--- src/rtl/u8d_pkg.sv ---
`default_nettype none

package u8d_pkg;

  localparam int unsigned ByteW = 8;
  localparam int unsigned CpW   = 21;
  localparam int unsigned StW   = 2;

  // Result status codes.
  localparam logic [StW-1:0] ST_OK        = 2'd0;
  localparam logic [StW-1:0] ST_BAD_LEAD  = 2'd1;
  localparam logic [StW-1:0] ST_TRUNCATED = 2'd2;
  localparam logic [StW-1:0] ST_TOO_LARGE = 2'd3;

  // Lead byte classes.
  typedef enum logic [2:0] {
    LEAD_BAD   = 3'd0,
    LEAD_ONE   = 3'd1,
    LEAD_TWO   = 3'd2,
    LEAD_THREE = 3'd3,
    LEAD_FOUR  = 3'd4
  } lead_e;

  function automatic lead_e lead_class(input logic [ByteW-1:0] b);
    lead_e res;
    if (b < 8'h80) begin
      res = LEAD_ONE;
    end else if (b < 8'hC2) begin
      res = LEAD_BAD;
    end else if (b < 8'hE0) begin
      res = LEAD_TWO;
    end else if (b < 8'hF0) begin
      res = LEAD_THREE;
    end else if (b < 8'hF5) begin
      res = LEAD_FOUR;
    end else begin
      res = LEAD_BAD;
    end
    return res;
  endfunction

endpackage

`default_nettype wire

--- src/rtl/u8d_byte_if.sv ---
`default_nettype none

interface u8d_byte_if;
  logic       valid;
  logic       ready;
  logic [7:0] data_byte;
  logic       end_of_string;

  modport source (output valid, output data_byte, output end_of_string, input ready);
  modport sink   (input valid, input data_byte, input end_of_string, output ready);
endinterface

`default_nettype wire

--- src/rtl/u8d_cp_if.sv ---
`default_nettype none

interface u8d_cp_if;
  logic        valid;
  logic        ready;
  logic [20:0] code_point;
  logic [1:0]  status;
  logic        last_result;

  modport source (output valid, output code_point, output status, output last_result,
                  input ready);
  modport sink   (input valid, input code_point, input status, input last_result,
                  output ready);
endinterface

`default_nettype wire

--- src/rtl/utf8_stream_decoder.sv ---
// Channel   | Direction | Payload                                  | Handshake
// byte_i    | in        | data_byte[7:0], end_of_string            | valid/ready
// cp_o      | out       | code_point[20:0], status[1:0], last_result | valid/ready
// cfg       | in        | cfg_we_i, cfg_data_i (output_mode)       | write enable only
//
// One byte is accepted per clock when the output side keeps up. A byte is
// held in an input register, is decoded against the sequence state and, if it
// completes a character or raises an error, lands in the result register,
// which drives the result transaction on cp_o.
// The single decode step between those two registers sets the rate of one byte
// per clock. A stall on cp_o holds the result register and the input register;
// ready on byte_i falls only when both are full and the result is not taken.
// Reset (rst_ni low, asynchronous) empties both registers, clears the sequence
// state and returns output_mode to full code points.

`default_nettype none

module utf8_stream_decoder (
  input  wire logic   clk_i,
  input  wire logic   rst_ni,
  u8d_byte_if.sink    byte_i,
  u8d_cp_if.source    cp_o,
  input  wire logic   cfg_we_i,
  input  wire logic   cfg_data_i
);
  import u8d_pkg::*;

  // Input register.
  logic             in_valid_q;
  logic [ByteW-1:0] in_byte_q;
  logic             in_last_q;

  // Sequence state.
  logic [1:0]       rem_q, rem_d;
  logic [CpW-1:0]   part_q, part_d;
  logic             disc_q, disc_d;
  logic             mode_q;

  // Result register.
  logic             out_valid_q;
  logic [CpW-1:0]   out_cp_q;
  logic [StW-1:0]   out_st_q;
  logic             out_last_q;

  logic             adv;
  logic             emit;
  logic [CpW-1:0]   emit_cp;
  logic [StW-1:0]   emit_st;
  logic [CpW-1:0]   shifted;
  lead_e            lead;

  // The decode step fires when a byte waits and the result register is free
  // or being emptied in this cycle.
  assign adv          = in_valid_q && (!out_valid_q || cp_o.ready);
  assign byte_i.ready = !in_valid_q || adv;

  assign lead    = lead_class(in_byte_q);
  assign shifted = {part_q[CpW-7:0], in_byte_q[5:0]};

  always_comb begin
    rem_d   = rem_q;
    part_d  = part_q;
    disc_d  = disc_q;
    emit    = 1'b0;
    emit_cp = '0;
    emit_st = ST_OK;

    if (disc_q) begin
      // Dropping the rest of a string after an error; its last byte ends that.
      if (in_last_q) begin
        disc_d = 1'b0;
      end
    end else if (rem_q == 2'd0) begin
      case (lead)
        LEAD_ONE: begin
          emit    = 1'b1;
          emit_cp = {{(CpW-ByteW){1'b0}}, in_byte_q};
        end
        LEAD_BAD: begin
          emit    = 1'b1;
          emit_st = ST_BAD_LEAD;
        end
        LEAD_TWO, LEAD_THREE, LEAD_FOUR: begin
          if (lead == LEAD_FOUR && mode_q) begin
            emit    = 1'b1;
            emit_st = ST_TOO_LARGE;
          end else if (in_last_q) begin
            // A multi-byte lead that closes the string is cut short.
            emit    = 1'b1;
            emit_st = ST_TRUNCATED;
          end else begin
            case (lead)
              LEAD_TWO: begin
                part_d = {{(CpW-5){1'b0}}, in_byte_q[4:0]};
                rem_d  = 2'd1;
              end
              LEAD_THREE: begin
                part_d = {{(CpW-4){1'b0}}, in_byte_q[3:0]};
                rem_d  = 2'd2;
              end
              default: begin
                part_d = {{(CpW-3){1'b0}}, in_byte_q[2:0]};
                rem_d  = 2'd3;
              end
            endcase
          end
        end
        default: begin
          emit    = 1'b1;
          emit_st = ST_BAD_LEAD;
        end
      endcase
    end else if (in_byte_q == '0) begin
      // A zero byte inside a sequence truncates it.
      emit    = 1'b1;
      emit_st = ST_TRUNCATED;
    end else if (rem_q == 2'd1) begin
      emit    = 1'b1;
      emit_cp = shifted;
      rem_d   = 2'd0;
      part_d  = '0;
    end else if (in_last_q) begin
      emit    = 1'b1;
      emit_st = ST_TRUNCATED;
    end else begin
      part_d = shifted;
      rem_d  = rem_q - 2'd1;
    end

    // Every error result clears the sequence, and starts discarding unless
    // the faulty byte was already the last of its string.
    if (emit && emit_st != ST_OK) begin
      rem_d  = 2'd0;
      part_d = '0;
      disc_d = !in_last_q;
    end
  end

  always_ff @(posedge clk_i or negedge rst_ni) begin
    if (!rst_ni) begin
      in_valid_q  <= 1'b0;
      out_valid_q <= 1'b0;
      rem_q       <= 2'd0;
      part_q      <= '0;
      disc_q      <= 1'b0;
      mode_q      <= 1'b0;
    end else begin
      if (cfg_we_i) begin
        mode_q <= cfg_data_i;
      end
      if (byte_i.ready) begin
        in_valid_q <= byte_i.valid;
      end
      if (adv) begin
        rem_q  <= rem_d;
        part_q <= part_d;
        disc_q <= disc_d;
      end
      if (adv && emit) begin
        out_valid_q <= 1'b1;
      end else if (cp_o.ready) begin
        out_valid_q <= 1'b0;
      end
    end
  end

  always_ff @(posedge clk_i) begin
    if (byte_i.ready && byte_i.valid) begin
      in_byte_q <= byte_i.data_byte;
      in_last_q <= byte_i.end_of_string;
    end
    if (adv && emit) begin
      out_cp_q   <= emit_cp;
      out_st_q   <= emit_st;
      out_last_q <= in_last_q;
    end
  end

  assign cp_o.valid       = out_valid_q;
  assign cp_o.code_point  = out_cp_q;
  assign cp_o.status      = out_st_q;
  assign cp_o.last_result = out_last_q;

endmodule

`default_nettype wire

--- src/flat_wrapper.sv ---
// flat-port wrapper written by rule: the top's interface ports become plain ports
module utf8_stream_decoder_flat import u8d_pkg::*;
  (clk_i, rst_ni, cfg_we_i, cfg_data_i, byte_i_valid, byte_i_data_byte, byte_i_end_of_string, byte_i_ready, cp_o_valid, cp_o_code_point, cp_o_status, cp_o_last_result, cp_o_ready);
  u8d_byte_if byte_i_i ();
  u8d_cp_if cp_o_i ();
  input  wire logic clk_i;
  input  wire logic rst_ni;
  input  wire logic cfg_we_i;
  input  wire logic cfg_data_i;
  input wire logic [$bits(byte_i_i.valid)-1:0] byte_i_valid;
  input wire logic [$bits(byte_i_i.data_byte)-1:0] byte_i_data_byte;
  input wire logic [$bits(byte_i_i.end_of_string)-1:0] byte_i_end_of_string;
  output wire logic [$bits(byte_i_i.ready)-1:0] byte_i_ready;
  output wire logic [$bits(cp_o_i.valid)-1:0] cp_o_valid;
  output wire logic [$bits(cp_o_i.code_point)-1:0] cp_o_code_point;
  output wire logic [$bits(cp_o_i.status)-1:0] cp_o_status;
  output wire logic [$bits(cp_o_i.last_result)-1:0] cp_o_last_result;
  input wire logic [$bits(cp_o_i.ready)-1:0] cp_o_ready;
  assign byte_i_i.valid = byte_i_valid;
  assign byte_i_i.data_byte = byte_i_data_byte;
  assign byte_i_i.end_of_string = byte_i_end_of_string;
  assign byte_i_ready = byte_i_i.ready;
  assign cp_o_valid = cp_o_i.valid;
  assign cp_o_code_point = cp_o_i.code_point;
  assign cp_o_status = cp_o_i.status;
  assign cp_o_last_result = cp_o_i.last_result;
  assign cp_o_i.ready = cp_o_ready;
  utf8_stream_decoder u_core (.clk_i(clk_i), .rst_ni(rst_ni), .byte_i(byte_i_i), .cp_o(cp_o_i), .cfg_we_i(cfg_we_i), .cfg_data_i(cfg_data_i));
endmodule
--- config.mk ---
export PLATFORM = sky130hd
export DESIGN_NAME = utf8_stream_decoder_flat
export DESIGN_NICKNAME = d
export VERILOG_FILES = /design/src/rtl/u8d_pkg.sv /design/src/rtl/u8d_byte_if.sv /design/src/rtl/u8d_cp_if.sv /design/src/rtl/utf8_stream_decoder.sv /design/src/flat_wrapper.sv
export SDC_FILE = /design/constraint.sdc
export NUM_CORES = 1
export LEC_CHECK = 0
export BUFFER_PORTS_ARGS = -buffer_cell sky130_fd_sc_hd__buf_2
export CAP_MARGIN = 15
export CORE_MARGIN = 2
export CORE_UTILIZATION = 25
export DETAILED_ROUTE_END_ITERATION = 16
export GPL_TIMING_DRIVEN = 0
export PLACE_DENSITY = 0.43
export SLEW_MARGIN = 20
export SYNTH_ARGS = -nofsm -noshare
export SYNTH_HDL_FRONTEND = slang
export SYNTH_SLANG_ARGS = --single-unit
--- constraint.sdc ---
create_clock -name clk_i -period 3.37 [get_ports clk_i]
set_input_delay 0.674 -clock clk_i [delete_from_list [all_inputs] [get_ports clk_i]]
set_output_delay 0.674 -clock clk_i [all_outputs]
set_load 0.02 [all_outputs]
======== Word-level counts from Yosys, hierarchy flattened ========
Index checks and enable logic that the tools add are counted.
word-level totals
  register bits after elaboration ......... 54
  output and inout port bits .............. 26
  word-level logic and storage cells ...... 92
operators by class
  reductions and logical operators ........ 16
  add/sub/neg operators ................... 1
  $lt $le $gt $ge ......................... 5
  mux-type cells .......................... 48
  eq/ne operators ......................... 11
operators with widths
  cell                                                                 count
  15-bit two-way mux                                                   9
  21-bit two-way mux                                                   3
  8-bit < comparator (second input constant)                           5
  2-bit two-way mux                                                    15
  3-bit two-way mux                                                    5
  1-bit two-way mux                                                    12
  3-bit != test (second input constant)                                4
  5-bit case mux with 2 select lines                                   1
  8-bit logical NOT                                                    1
  8-bit two-way mux                                                    1
  2-bit case mux with 2 select lines                                   2
  7-bit AND reduction                                                  1
  3-bit by 2-bit == test with 1-bit output (second input constant)     2
  1-bit logical AND                                                    5
  2-bit nonzero test                                                   2
  3-bit by 1-bit == test with 1-bit output (second input constant)     1
  3-bit == test (second input constant)                                1
  1-bit logical NOT                                                    3
  3-bit by 2-bit != test with 1-bit output (second input constant)     1
  3-bit OR reduction                                                   1
  2-bit by 1-bit == test with 1-bit output (second input constant)     1
  2-bit logical NOT                                                    1
  1-bit logical OR                                                     2
  2-bit != test (second input constant)                                1
  2-bit by 1-bit subtractor with 2-bit output (second input constant)  1

======== Logic depth before layout (Yosys ltp) ========
Gate-level depths: netlist (run 1).
  depth in word-level cells ............... 16
  depth in mapped cells ................... 8
  mapped depth without buffers ............ 7

======== Worst setup path before layout (run 1) ========
Ideal clock, no wire load.
  path type ............................... register to register
  from .................................... register u_core.in_byte_q[5]
  to ...................................... register u_core.out_cp_q[0], in the netlist u_core.cp_o.code_point[0] (enable)
  required time ........................... 2.986 ns
  path slack .............................. 1.005 ns
  stages on the path, launching flop included .. 5
  arrival ................................. 1.981 ns
  library setup time ...................... 0.384 ns
  cell sequence ........................... edfxtp_1 > nor4_4 > a21boi_2 > o2111ai_1 > o311a_1
on the way
  longest elaborated chain between the ends .. 13
  elaborated cells between the ends (all ways) .. 22
  those cells by class .................... order compare (5); eq/ne (3); mux (10); reduce/logical (4)
RTL lines
  element                 RTL line                                              RTL
  from (decl)             utf8_stream_decoder.sv:30                             logic [ByteW-1:0] in_byte_q;
  from (signal assigned)  utf8_stream_decoder.sv:169                            in_byte_q <= byte_i.data_byte;
  8-bit < comparator      u8d_pkg.sv:34                                         end else if (b < 8'hF5) begin
  3-bit two-way mux       u8d_pkg.sv:34
  3-bit two-way mux       u8d_pkg.sv:32                                         end else if (b < 8'hF0) begin
  3-bit two-way mux       u8d_pkg.sv:30                                         end else if (b < 8'hE0) begin
  3-bit two-way mux       u8d_pkg.sv:28                                         end else if (b < 8'hC2) begin
  3-bit two-way mux       u8d_pkg.sv:26                                         if (b < 8'h80) begin
  3-bit == test           utf8_stream_decoder.sv:74, utf8_stream_decoder.sv:84
  1-bit logical AND       utf8_stream_decoder.sv:84                             if (lead == LEAD_FOUR && mode_q) begin
  1-bit two-way mux       utf8_stream_decoder.sv:84
  1-bit two-way mux       utf8_stream_decoder.sv:74                             case (lead)
  1-bit two-way mux *     utf8_stream_decoder.sv:73                             end else if (rem_q == 2'd0) begin
  1-bit two-way mux *     utf8_stream_decoder.sv:68                             if (disc_q) begin
  1-bit logical AND *     utf8_stream_decoder.sv:172                            if (adv && emit) begin
  to (signal assigned)    utf8_stream_decoder.sv:173                            out_cp_q <= emit_cp;
  to (decl)               utf8_stream_decoder.sv:41                             logic [CpW-1:0] out_cp_q;
Every way passes the cells marked *; elsewhere a longest branch is shown, timed or not.
A chain may end at the register's enable or synchronous reset.

======== Final worst setup path (run 1) ========
  from .................................... register u_core.in_byte_q[5]
  to ...................................... register u_core.out_cp_q[14], in the netlist u_core.cp_o.code_point[14] (enable)
Same word-level chain as after synthesis.

==> impl.org, run 1 <==
** Worst setup path
- Count of buffering cells on the critical path with inverters included :: 0
- Arrival time reported for the critical path endpoint :: 2530 ps
- For the worst setup path, the data required time is between 3000 and 4000 ps.
- The worst setup path is launched from a register.
- Walking the worst path, the cells encountered are nor4_4 -> a21boi_2 -> o2111ai_1 -> o311a_2.
- Delay of the slowest cell on the worst path :: 690 ps
- STA classifies the critical path endpoint as a register.
- Critical path peak fanout :: 25
- Cell type of the slowest stage on the worst timing path :: sky130_fd_sc_hd__o311a_2
- In this design, the largest share of critical-path delay is due to compound AO/OA/AOI/OAI gates.
- The worst setup path is of the reg -> reg kind.

** Power
- Worst IR drop on VDD :: 270 uV
- For this design the ratio of total power to cell area is ~830 nW/um^2.
- In this run the static leakage power is 1.15 nW.
- Summing internal, switching and leakage power gives 2.37 mW.

** Timing
- The final number of hold-violating endpoints was 0.
- Derived from the worst setup path, the maximum achievable clock frequency is just under 0.4 GHz.
- Across the routed clock network, the largest skew measured is between 9 and 10 ps.
- Final Hold Slack :: 310 ps
- Min Clock Period, post-route :: 2580 ps
- Measured against its own limit, the worst slew margin works out to a little over a third.
- The number of max-slew violations in the final report is 0.
- Worst Max-Slew Pin Slew :: 952 ps
- Final setup violation count :: 0
- Total Negative Setup Slacks :: 0 ps
- Setup ws final :: 791 ps
- Setup repair after global routing left no endpoint under its margin.
- The worst path uses about three quarters of the clock period.

** Synth
- Of the total synthesized cell area, the portion taken by XOR and XNOR cells is 0%.
- Of the post-synthesis cell area, the part taken by muxes is between 3 and 4%.
- Cell types with the largest area share after synthesis :: sky130_fd_sc_hd__edfxtp_1, sky130_fd_sc_hd__dfrtp_1, sky130_fd_sc_hd__and2_1
- The mapped netlist covers between 2000 and 2500 sq um.
- Summing the sequential cell areas from Yosys gives between 60% and 70% of the chip area.
- Most frequent cells after synthesis :: sky130_fd_sc_hd__edfxtp_1, sky130_fd_sc_hd__and2_1, sky130_fd_sc_hd__dfrtp_1
- Summed over its instances, the top area cell type makes up roughly two fifths of the synthesized netlist area.
- Average footprint of a synthesized cell :: approximately 14 sq um
- By area, the combinational part of the netlist is dominated by compound AO/OA/AOI/OAI gates.
- Counting flops with an async set or reset pin after synthesis yields a share of between 30% and 40%.
- Primary flip-flop cell chosen by synthesis mapping :: sky130_fd_sc_hd__edfxtp_1
- EDFF count, synth :: 33
- Area leader, netlist :: sky130_fd_sc_hd__edfxtp_1
- Complex-gate fraction of the synthesized area :: between 10% and 20%
- Leading cell type by number of instances after synthesis :: sky130_fd_sc_hd__edfxtp_1
- Yosys printed 0 warnings.
- Post-Syn Nets :: 190
- Count of cell types in the netlist :: slightly above 40
- Synthesis produced around 170 cells.
- Synthesis inferred 54 register bits.
- Summing the areas of all and, or, nand and nor instances in the mapped netlist gives 13.4% of the synthesized area.
- The synthesized netlist devotes under 10% of its cell area to adder and majority cells.

** CTS
- Number of H-tree levels :: 2
- The cell sitting at the root of the clock tree is a sky130_fd_sc_hd__clkbuf_8.
- Clock buffer depth :: 2
- The number of hold buffers added after CTS was 0.
- Gates resized, CTS repair :: 0
- Clock tree from TritonCTS :: done
- The clock net in this run drives a total of 54 sinks.
- In this run the post-CTS setup repair buffer count came out at 0.
- The clock reaches the later pin of the worst-skew pair after 310 ps.
- The number of clock buffers added by TritonCTS is 5.
- After clock tree synthesis, the clock-pin slew on the worst setup and hold paths is approximately 110 ps.

** Route
- WL per Instance :: between 10 and 15 um
- # DRC :: 0
- Iter 0 DRT Violations :: 63
- In this run the remaining antenna-violating nets after routing total 0.
- Post-detailed-routing wire length :: ~5000 um
- Mean number of vias per cell :: roughly 4.5
- For this block, the via count after detailed routing is between 1,500 and 2,000.
- For this run, the detailed router's first-pass iteration total came to 4.

** Job
- Maxcap violations :: 0

** Status
- The flow ran to the end, and the final reports show no timing, DRC or antenna violations.

** Placed design
- At the end of routability-driven placement, the weighted congestion stood at between 0.8 and 0.9.
- In this run, placement finished with an instance count of about 340.
- Once detailed placement completed, the half-perimeter wirelength came to ~3500 um.
- Timing analysis after detailed placement gives a worst setup slack of between 700 and 800 ps.
- After detailed placement, the total cell area comes to about 2700 sq um.
- # port buffers :: 40

** Finish
- Syn-to-layout area delta :: 20.1%
- Post-route insts no fill :: between 300 and 400
- 0 antenna diodes ended up in the layout.
- Final cell area excluding filler cells :: about 2900 sq um
- Post-layout util :: between 30 and 40%
- Layout cell share with drive strength beyond 1 :: between 20% and 30%
- Final net count :: between 200 and 250

** Global routing
- Entering global routing, the biggest net connects 26 pins.
- Across every metal layer, demand over resource in global routing totals between 10% and 20%.
- Via count of the first global-routing pass :: ~1,600
- Number of antenna violations at the first check in global routing :: 0
- Global routing finished with a remaining overflow of 0.
- First-pass GRT wire length :: just over 8000 um

** Die
- Initial core utilization :: 25.8%
- Measured along the x axis, the die boundary spans a little over 100 um.
- The die is between 100 and 150 um tall.
- The core region is about 9000 sq um.
- The die covers 10,300 sq um.
- 41 I/O pins were placed.
- After floorplanning, the core was divided into 35 placement rows.

** Hold path
- Type of the worst min-delay path :: in -> async
[worst paths after layout]
kind / slack (ps) / from / cells after the start / end
worst max-delay path: 790 / u_core.in_byte_q[5] / 4 / u_core.cp_o.code_point[14]
worst min-delay path: 310 / rst_ni / 1 / u_core.part_q[10]
worst max register to register: 790 / u_core.in_byte_q[5] / 4 / u_core.cp_o.code_point[14]
worst min register to register: 520 / u_core.part_q[4] / 1 / u_core.part_q[10]
max in group asynchronous: 2730 / rst_ni / 1 / u_core.part_q[0]
min in group clk_i: 520 / u_core.part_q[4] / 1 / u_core.part_q[10]
[flip-flops by register name, indices dropped and copies added, names as in the netlist]
| signal | count |
|---|---|
| u_core.cp_o.code_point | 21 |
| u_core.part_q | 15 |
| u_core.in_byte_q | 8 |
| u_core.cp_o.status | 2 |
| u_core.rem_q | 2 |
| u_core.cp_o.last_result | 1 |
| u_core.cp_o.valid | 1 |
| u_core.disc_q | 1 |
| u_core.in_last_q | 1 |
| u_core.in_valid_q | 1 |
| u_core.mode_q | 1 |
[report_power, final]
group          switching (mW)  internal [mW]
clock                   0.225          0.227
sequential             0.0847          0.932
combinational           0.585          0.314
total                   0.895           1.47
[area by class of cell]
class,instances,area (sq um)
clock buffer,5,68.8
tap,129,161
sequential,54,1520
multi-input combinational,103,782
fill,953,6380
buffer,6,45.0
clock inverter,3,47.5
inverter,10,37.5
timing repair buffer,40,200
[metal layers]
metal	vias up	global-route usage, %	wire length (um)
met2	51	15.6	2360
li1	754	-	-
met3	4	2.48	249
met1	757	14.5	2360
met5	-	0	0
met4	0	4.05	61
[placed cells by master, fill, tap and decap left out, types with 2 or more instances in the layout]
| master | synthesis | final |
|---|---|---|
| sky130_fd_sc_hd__nand3_1 | 3 | 3 |
| sky130_fd_sc_hd__o21a_1 | 2 | 2 |
| sky130_fd_sc_hd__o22ai_1 | 2 | 2 |
| sky130_fd_sc_hd__nor3_1 | 2 | 2 |
| sky130_fd_sc_hd__nor2b_1 | 2 | 2 |
| sky130_fd_sc_hd__clkbuf_1 | 3 | 3 |
| sky130_fd_sc_hd__ha_1 | 2 | 2 |
| sky130_fd_sc_hd__buf_2 | 0 | 40 |
| sky130_fd_sc_hd__and2_2 | 2 | 2 |
| sky130_fd_sc_hd__o211ai_1 | 2 | 2 |
| sky130_fd_sc_hd__or2_2 | 3 | 3 |
| sky130_fd_sc_hd__mux2_2 | 2 | 2 |
| sky130_fd_sc_hd__nand3b_1 | 3 | 3 |
| sky130_fd_sc_hd__o21ai_0 | 10 | 10 |
| sky130_fd_sc_hd__mux2i_1 | 5 | 5 |
| sky130_fd_sc_hd__inv_1 | 10 | 10 |
| sky130_fd_sc_hd__edfxtp_1 | 33 | 33 |
| sky130_fd_sc_hd__clkbuf_8 | 0 | 5 |
| sky130_fd_sc_hd__o32ai_1 | 2 | 2 |
| sky130_fd_sc_hd__and2_1 | 21 | 21 |
| sky130_fd_sc_hd__nand2_1 | 6 | 6 |
| sky130_fd_sc_hd__nor4_1 | 2 | 2 |
| sky130_fd_sc_hd__a32o_1 | 10 | 10 |
| sky130_fd_sc_hd__buf_6 | 3 | 3 |
| sky130_fd_sc_hd__o2111ai_1 | 4 | 4 |
| sky130_fd_sc_hd__nand2b_1 | 2 | 2 |
| sky130_fd_sc_hd__dfrtp_1 | 21 | 21 |
[cell families (layout without fill, tap and decap cells)]
group                      Yosys count  in the layout
adders and majority gates            2              2
buffers and inverters               16             64
muxes                                7              7
and+or+nand+nor                     50             50
AOI/OAI and AO/OA                   44             44
DFF                                 54             54
(Power assumes the default switching activity.)
==> inputs of run 2 (changes only) <==
Clock period 3.37 ns to 2.4 ns, I/O delays scaled along.
==> run 2 against run 1 <==
Compared with the run above: clock power grew 41%; non-clock buffer count up 2; utilization increased by 0.64 points; die area stayed put; first-iteration DRC count fell by 27%; critical path depth rose by 1; final area rose by 2.1%; critical endpoint is now u_core.part_q[4]; largest cell class unchanged.
==> impl.org, run 2 (synthesis results as in run 1) <==
** Timing
- Hold Vio Cnt, Final :: 0 (unchanged)
- Worst-case clock skew :: 9.91 ps (+0.752 ps)
- Setup repair after global routing left no endpoint under its margin.
- The number of max-slew violations in the final report was 0 (unchanged).
- Min Clock Period, post-route :: 2250 ps (-333 ps)
- The setup TNS was 0 ps (unchanged).
- Final Hold Slack :: 110 ps (-199 ps)
- Worst rel slew slack :: 59.3% (+23 points)
- Upper clock frequency limit :: 0.445 GHz (+15%)
- The setup-violating endpoint count in the final report came to 0 (unchanged).
- The final clock period utilization by the worst path is 93.6% (+17 points).
- The measured slew at the worst slew-check pin is 607 ps (-346 ps).

** CTS
- Number of H-tree levels :: 2 (unchanged)
- The post-CTS clock slew at the launch and capture registers of the worst setup and hold paths came to 110 ps (about the same).
- TritonCTS built the clock tree.
- The number of buffers on the longest clock path is 2 (unchanged).
- Worst skew pair latency :: 320 ps (about the same)
- The tree is rooted in a sky130_fd_sc_hd__clkbuf_8.
- The total clock buffers created by CTS was 5 (unchanged).
- The number of buffers inserted for hold repair after clock tree synthesis came to 0 (unchanged).
- The count of clock tree sinks is 54 (unchanged).

** Finish
- Most frequent standard cell in the layout excluding fill and tap cells :: sky130_fd_sc_hd__buf_2
- Syn-to-layout area delta :: 22.6%
- Leaving out fill and tap cells, the most frequent cells in the layout are sky130_fd_sc_hd__buf_2, sky130_fd_sc_hd__edfxtp_1, sky130_fd_sc_hd__and2_1, sky130_fd_sc_hd__dfrtp_1.
- Antenna diode instance count :: 0 (unchanged)
- The number of flip-flops in the largest register was 21 (unchanged).
- Final cell area excluding filler cells :: 2920 sq um (+2.1%)
- The total number of nets in the final design is 239 (+0.84%).
- The fraction of layout instances using a drive strength above 1 came to 32.7% (+2.9 points).

** Route
- The detailed-route wire length came to 5100 um (+1.6%).
- The first-pass detailed-route iteration total came to 4 (unchanged).
- The via count came to 1,577 (+0.70%).
- The number of routed nets with antenna violations came to 0 (unchanged).
- Iter 0 DRT Violations :: 46 (-27%)
- The average vias per placed instance was 4.48 (+0.13%).
- The DRC violations left was 0 (unchanged).
- The mean routed wirelength per cell was 14.5 um (+1.0%).

** Worst setup path
- FF-to-FF setup slack :: 150 ps (-640 ps)
- Walking the worst path, the cells encountered are nor4_4 -> a221o_2 -> nand3b_1 -> o21ai_0 -> o32ai_1.
- The critical path buffer and inverter count was 0 (unchanged).
- The biggest fanout along the worst timing path is 7 (-72%).
- The worst setup path is launched from a register.
- Terminus of the critical flop-to-flop path :: u_core.part_q[4]
- The worst setup path is of the reg -> reg kind.
- RR Startpoint :: u_core.in_byte_q[5]
- The depth of the most critical reg-to-reg path was 5 (+1).
- The signal arrival time at the worst endpoint came to 2420 ps (-110 ps).
- The largest incremental delay on the critical path came to 510 ps (-180 ps).
- The slowest stage of the critical path is the sky130_fd_sc_hd__edfxtp_1 cell.
- Crit end category :: register
- Data required, critical path :: 2580 ps (-740 ps)
- Kind of cell adding the most delay to the critical path :: compound AO/OA/AOI/OAI gates

** Die
- The die width was 102 um (unchanged).
- # IOs :: 41 (unchanged)
- The initial core utilization came to 25.8% (unchanged).
- Die outline height :: 102 um (unchanged)
- Area inside the core boundary :: 9240 sq um (unchanged)
- The total die area was 10,300 sq um (unchanged).
- The row count came to 35 (unchanged).

** Power
- The proportion of power drawn by the clock network came to 18.8% (-0.3 points).
- The static power due to leakage was 1.17 nW (+1.9%).
- The net switching component of the power is 1.30 mW (+45%).
- The switching part of the total power came to 38.3% (+0.53 points).
- Int Pwr :: 2.09 mW (+42%)
- Part of the power in combinational logic :: 39.2% (+1.2 points)
- The total power divided by cell area is 1160 nW/um^2 (+40%).
- Worst IR drop on VDD :: 398 uV (+47%)
- Sequential power share :: 42.0% (-0.9 points)

** Global routing
- Largest net degree at the start of global routing :: 26 (unchanged)
- Via count of the first global-routing pass :: 1,599 (-0.19%)
- The overall routing resource usage came to 10.4% (unchanged).
- Remaining Overflow, GRT :: 0 (unchanged)
- The initial antenna violation count is 0 (unchanged).
- First-pass GRT wire length :: 8280 um (+0.42%)

** Status
- The flow ran to the end, and the final reports show no timing, DRC or antenna violations.

** Placed design
- The routability congestion estimate came to 0.834 (unchanged).
- The cell area after placement is 2740 sq um (unchanged).
- The number of input and output port buffers inserted is 40 (unchanged).
- HPWL after detailed placement :: 3540 um (unchanged)

** Job
- Maxcap violations :: 0 (unchanged)

** Hold path
- Type of the worst min-delay path :: in -> async
run 2: what timing repair did:
| item | CTS | global route |
|---|---|---|
| resized for setup | 3 | 7 |
| pin swaps | 0 | 0 |
| setup endpoints to repair | 35 | 28 |
| buffers inserted | 0 | 2 |
run 2: how the worst max path moves through the flow:
stage | depth (start not counted) | slack [ps] | end | start
after floorplan | 4 | 40 | u_core.cp_o.code_point[0] | u_core.in_byte_q[5]
after global placement | 4 | -610 | u_core.cp_o.code_point[11] | u_core.in_byte_q[5]
after detailed placement | 8 | -180 | u_core.cp_o.code_point[6] | u_core.rem_q[0]
after CTS | 6 | -5 | u_core.part_q[4] | u_core.in_byte_q[5]
after global routing | 7 | 10 | u_core.part_q[1] | u_core.rem_q[0]
final | 5 | 150 | u_core.part_q[4] | u_core.in_byte_q[5]
run 2: cell type report:
cell class                 count  area, sq um
clock buffer                   5         68.8
clock inverter                 3         47.5
inverter                      10         37.5
tap                          129          161
sequential                    54         1520
buffer                         6         47.5
timing repair buffer          42          215
fill                         949         6320
multi-input combinational    103          823
run 2: metrics by stage:
stage               total power [mW]  worst slack, ps  cells  utilization (%)
CTS                             3.40            -5.45    350             31.2
global route                    3.61             14.6    352             31.6
finish                          3.39              153    352             31.6
global placement                2.73             -606    342             29.7
floorplan                       2.33             35.2    173                -
detailed placement              2.73             -184    342             29.7
run 2: per-layer routing:
layer,track usage (%),routed length (um),vias up
met1,14.4,2470,775
li1,-,-,759
met5,0,0,-
met4,4.05,78,0
met3,2.48,196,6
met2,15.8,2360,37
run 2: power by group through the flow:
stage / sequential [mW] / clock, mW / combinational [mW]
6_report: 1.42 / 0.639 / 1.33
5_1_grt: 1.46 / 0.692 / 1.45
4_1_cts: 1.43 / 0.669 / 1.30
3_5_place_dp: 1.45 / 0 / 1.28
3_3_place_gp: 1.45 / 0 / 1.27
2_1_floorplan: 1.62 / 0 / 0.707
==> inputs of run 3 (changes only) <==
Settings changed: CORE_MARGIN 2 to not set, REMOVE_ABC_BUFFERS set to 1.
==> run 3 against run 2 <==
Compared with the run above: flip-flop and latch count stayed put; non-clock buffer count is 6 lower; clock-buffer cell count did not move; largest power group unchanged.
==> impl.org, run 3 (synthesis results as in run 1) <==
** Global routing
- Total Routing Usage GR :: 10.8% (+0.39 points)
- First-pass GRT wire length :: 8190 um (-1.1%)
- The initial antenna violation count was 0 (unchanged).
- Largest net degree at the start of global routing :: 26 (unchanged)
- Via count of the first global-routing pass :: 1,513 (-5.4%)
- Remaining Overflow, GRT :: 0 (unchanged)

** Route
- WL per Instance :: 14.3 um (-1.1%)
- # DRC :: 0 (unchanged)
- ANT nets after route :: 0 (unchanged)
- Iter 0 DRT Violations :: 114 (+150%)
- The first-pass detailed-route iteration total was 4 (unchanged).
- The via count came to 1,567 (-0.63%).
- The detailed-route wire length was 4960 um (-2.8%).
- Mean number of vias per cell :: 4.53 (+1.1%)

** Job
- Maxcap violations :: 0 (unchanged)

** Power
- Worst IR drop on VDD :: 333 uV (-16%)
- The total power divided by cell area is 1140 nW/um^2 (-1.8%).
- Reported leakage power :: 1.13 nW (-3.0%)

** Placed design
- The detailed placement HPWL was 3420 um (-3.6%).
- The routability congestion estimate was 0.822 (-1.4%).
- The number of input and output port buffers inserted is 40 (unchanged).

** CTS
- Number of H-tree levels :: 2 (unchanged)
- In this run the clock root is driven by a sky130_fd_sc_hd__clkbuf_8.
- The number of buffers on the longest clock path was 2 (unchanged).
- Number of buffers added by the clock tree synthesis step :: 5 (unchanged)
- Worst skew pair latency :: 320 ps (about the same)
- TritonCTS built the clock tree.
- Clock transition at the registers of the reported paths :: 110 ps (about the same)
- Num Clock Sinks :: 54 (unchanged)

** Worst setup path
- Crit end category :: register
- Data required, critical path :: 2380 ps (-200 ps)
- The signal arrival time at the worst endpoint was 2340 ps (-80 ps).
- Path type of the worst setup path :: reg -> reg
- Critical path launch point type :: register
- The biggest fanout along the worst timing path came to 25 (+18).
- The setup slack of the worst register-to-register path is 40 ps (-110 ps).

** Finish
- Syn-to-layout area delta :: 19.7%
- Post-layout util :: 30.8% (-0.74 points)
- Most frequent standard cell in the layout excluding fill and tap cells :: sky130_fd_sc_hd__buf_2
- The count of inserted antenna diode cells is 0 (unchanged).
- Layout cell share with drive strength beyond 1 :: 30.9% (-1.9 points)
- Final net count :: 233 (-2.5%)
- Layout fillers :: 968 (+2.0%)
- The number of flip-flops in the largest register is 21 (unchanged).
- Highest-count cells in the layout ignoring fill and taps :: sky130_fd_sc_hd__buf_2, sky130_fd_sc_hd__edfxtp_1, sky130_fd_sc_hd__and2_1, sky130_fd_sc_hd__dfrtp_1

** Die
- The row count is 35 (unchanged).
- Area inside the core boundary :: 9240 sq um (unchanged)
- # IOs :: 41 (unchanged)
- The height of the die was 99.6 um (-2.0%).
- Die extent in x :: 99.6 um (-2.0%)
- Full die area :: 9910 sq um (-3.9%)
- The initial core utilization came to 25.8% (unchanged).

** Status
- Result of the run :: completed

** Timing
- The minimum hold slack was 97.7 ps (-12.7 ps).
- The final setup skew was 13.2 ps (+3.26 ps).
- RSZ-0062 raised after global routing :: yes
- Upper clock frequency limit :: 0.424 GHz (-4.8%)
- The setup TNS was 0 ps (unchanged).
- Final setup violation count :: 0 (unchanged)
- Min Clock Period, post-route :: 2360 ps (+114 ps)
- Share of the clock period used by the worst path after layout :: 98.3% (+4.7 points)
- Hold Vio Cnt, Final :: 0 (unchanged)
- Final max-slew violation count :: 0 (unchanged)
- Worst Max-Slew Pin Slew :: 616 ps (+9.42 ps)
- Worst rel slew slack :: 58.6% (-0.63 points)

** Hold path
- Type of the worst min-delay path :: in -> async
==> run 3: worst paths after layout <==
| check | cells after the start | start | end |
|---|---|---|---|
| max | 4 | u_core.in_byte_q[5] | u_core.cp_o.code_point[0] |
| min | 1 | rst_ni | u_core.part_q[14] |
| max reg2reg | 4 | u_core.in_byte_q[5] | u_core.cp_o.code_point[0] |
| min reg2reg | 1 | u_core.part_q[4] | u_core.part_q[10] |
| max in group asynchronous | 1 | rst_ni | u_core.mode_q |
| min in group clk_i | 1 | byte_i_data_byte[4] | u_core.in_byte_q[4] |
==> run 3: through the flow <==
stage	cell area (sq um)	std cells	power, mW	worst slack (ps)
floorplan	2330	167	2.28	35.2
global placement	2700	336	2.67	-608
detailed placement	2700	336	2.68	-311
CTS	2820	344	3.27	2.83
global route	2850	346	3.47	-128
finish	2850	346	3.25	39.8
==> run 3: final cells by class <==
type | count | area, sq um | area share, %
clock buffers | 5 | 68.8 | 2.42
clock inverters | 3 | 28.8 | 1.01
inverters | 10 | 37.5 | 1.32
multi-input cells | 103 | 821 | 28.8
flip-flops and latches | 54 | 1520 | 53.2
well taps | 129 | 161 | 5.67
repair buffers | 42 | 215 | 7.55
==> run 3: layer usage <==
metal  vias to the layer above  share of wire, %  wire length, um  track usage (%)
met5                         -                 0                0                0
met4                         0               2.2              107             5.32
met3                         8               3.4              167             2.25
met2                        33                47             2320             16.5
met1                       774                48             2360             14.6
li1                        752                 -                -                -
==> run 3: power breakdown <==
part           internal [mW]  total, mW  switching [mW]  leakage (nW)
Clock                  0.219      0.554           0.335        0.0506
Sequential              1.31       1.45           0.142         0.600
Combinational          0.434       1.25           0.814         0.484
Total                   1.96       3.25            1.29          1.13
==> run 3: critical path, stage by stage, from the launching register on <==
cell,delay (ps)
sky130_fd_sc_hd__edfxtp_1,530
sky130_fd_sc_hd__nor4_4,420
sky130_fd_sc_hd__a21boi_2,140
sky130_fd_sc_hd__o2111ai_1,400
sky130_fd_sc_hd__o311a_4,530
==> run 3: repair_timing <==
| item | CTS | global route |
|---|---|---|
| setup endpoints to repair | 39 | 40 |
| hold buffers | 0 | 0 |
| setup buffers | 0 | 2 |
| pin swaps | 0 | 1 |
| resized for setup | 3 | 2 |
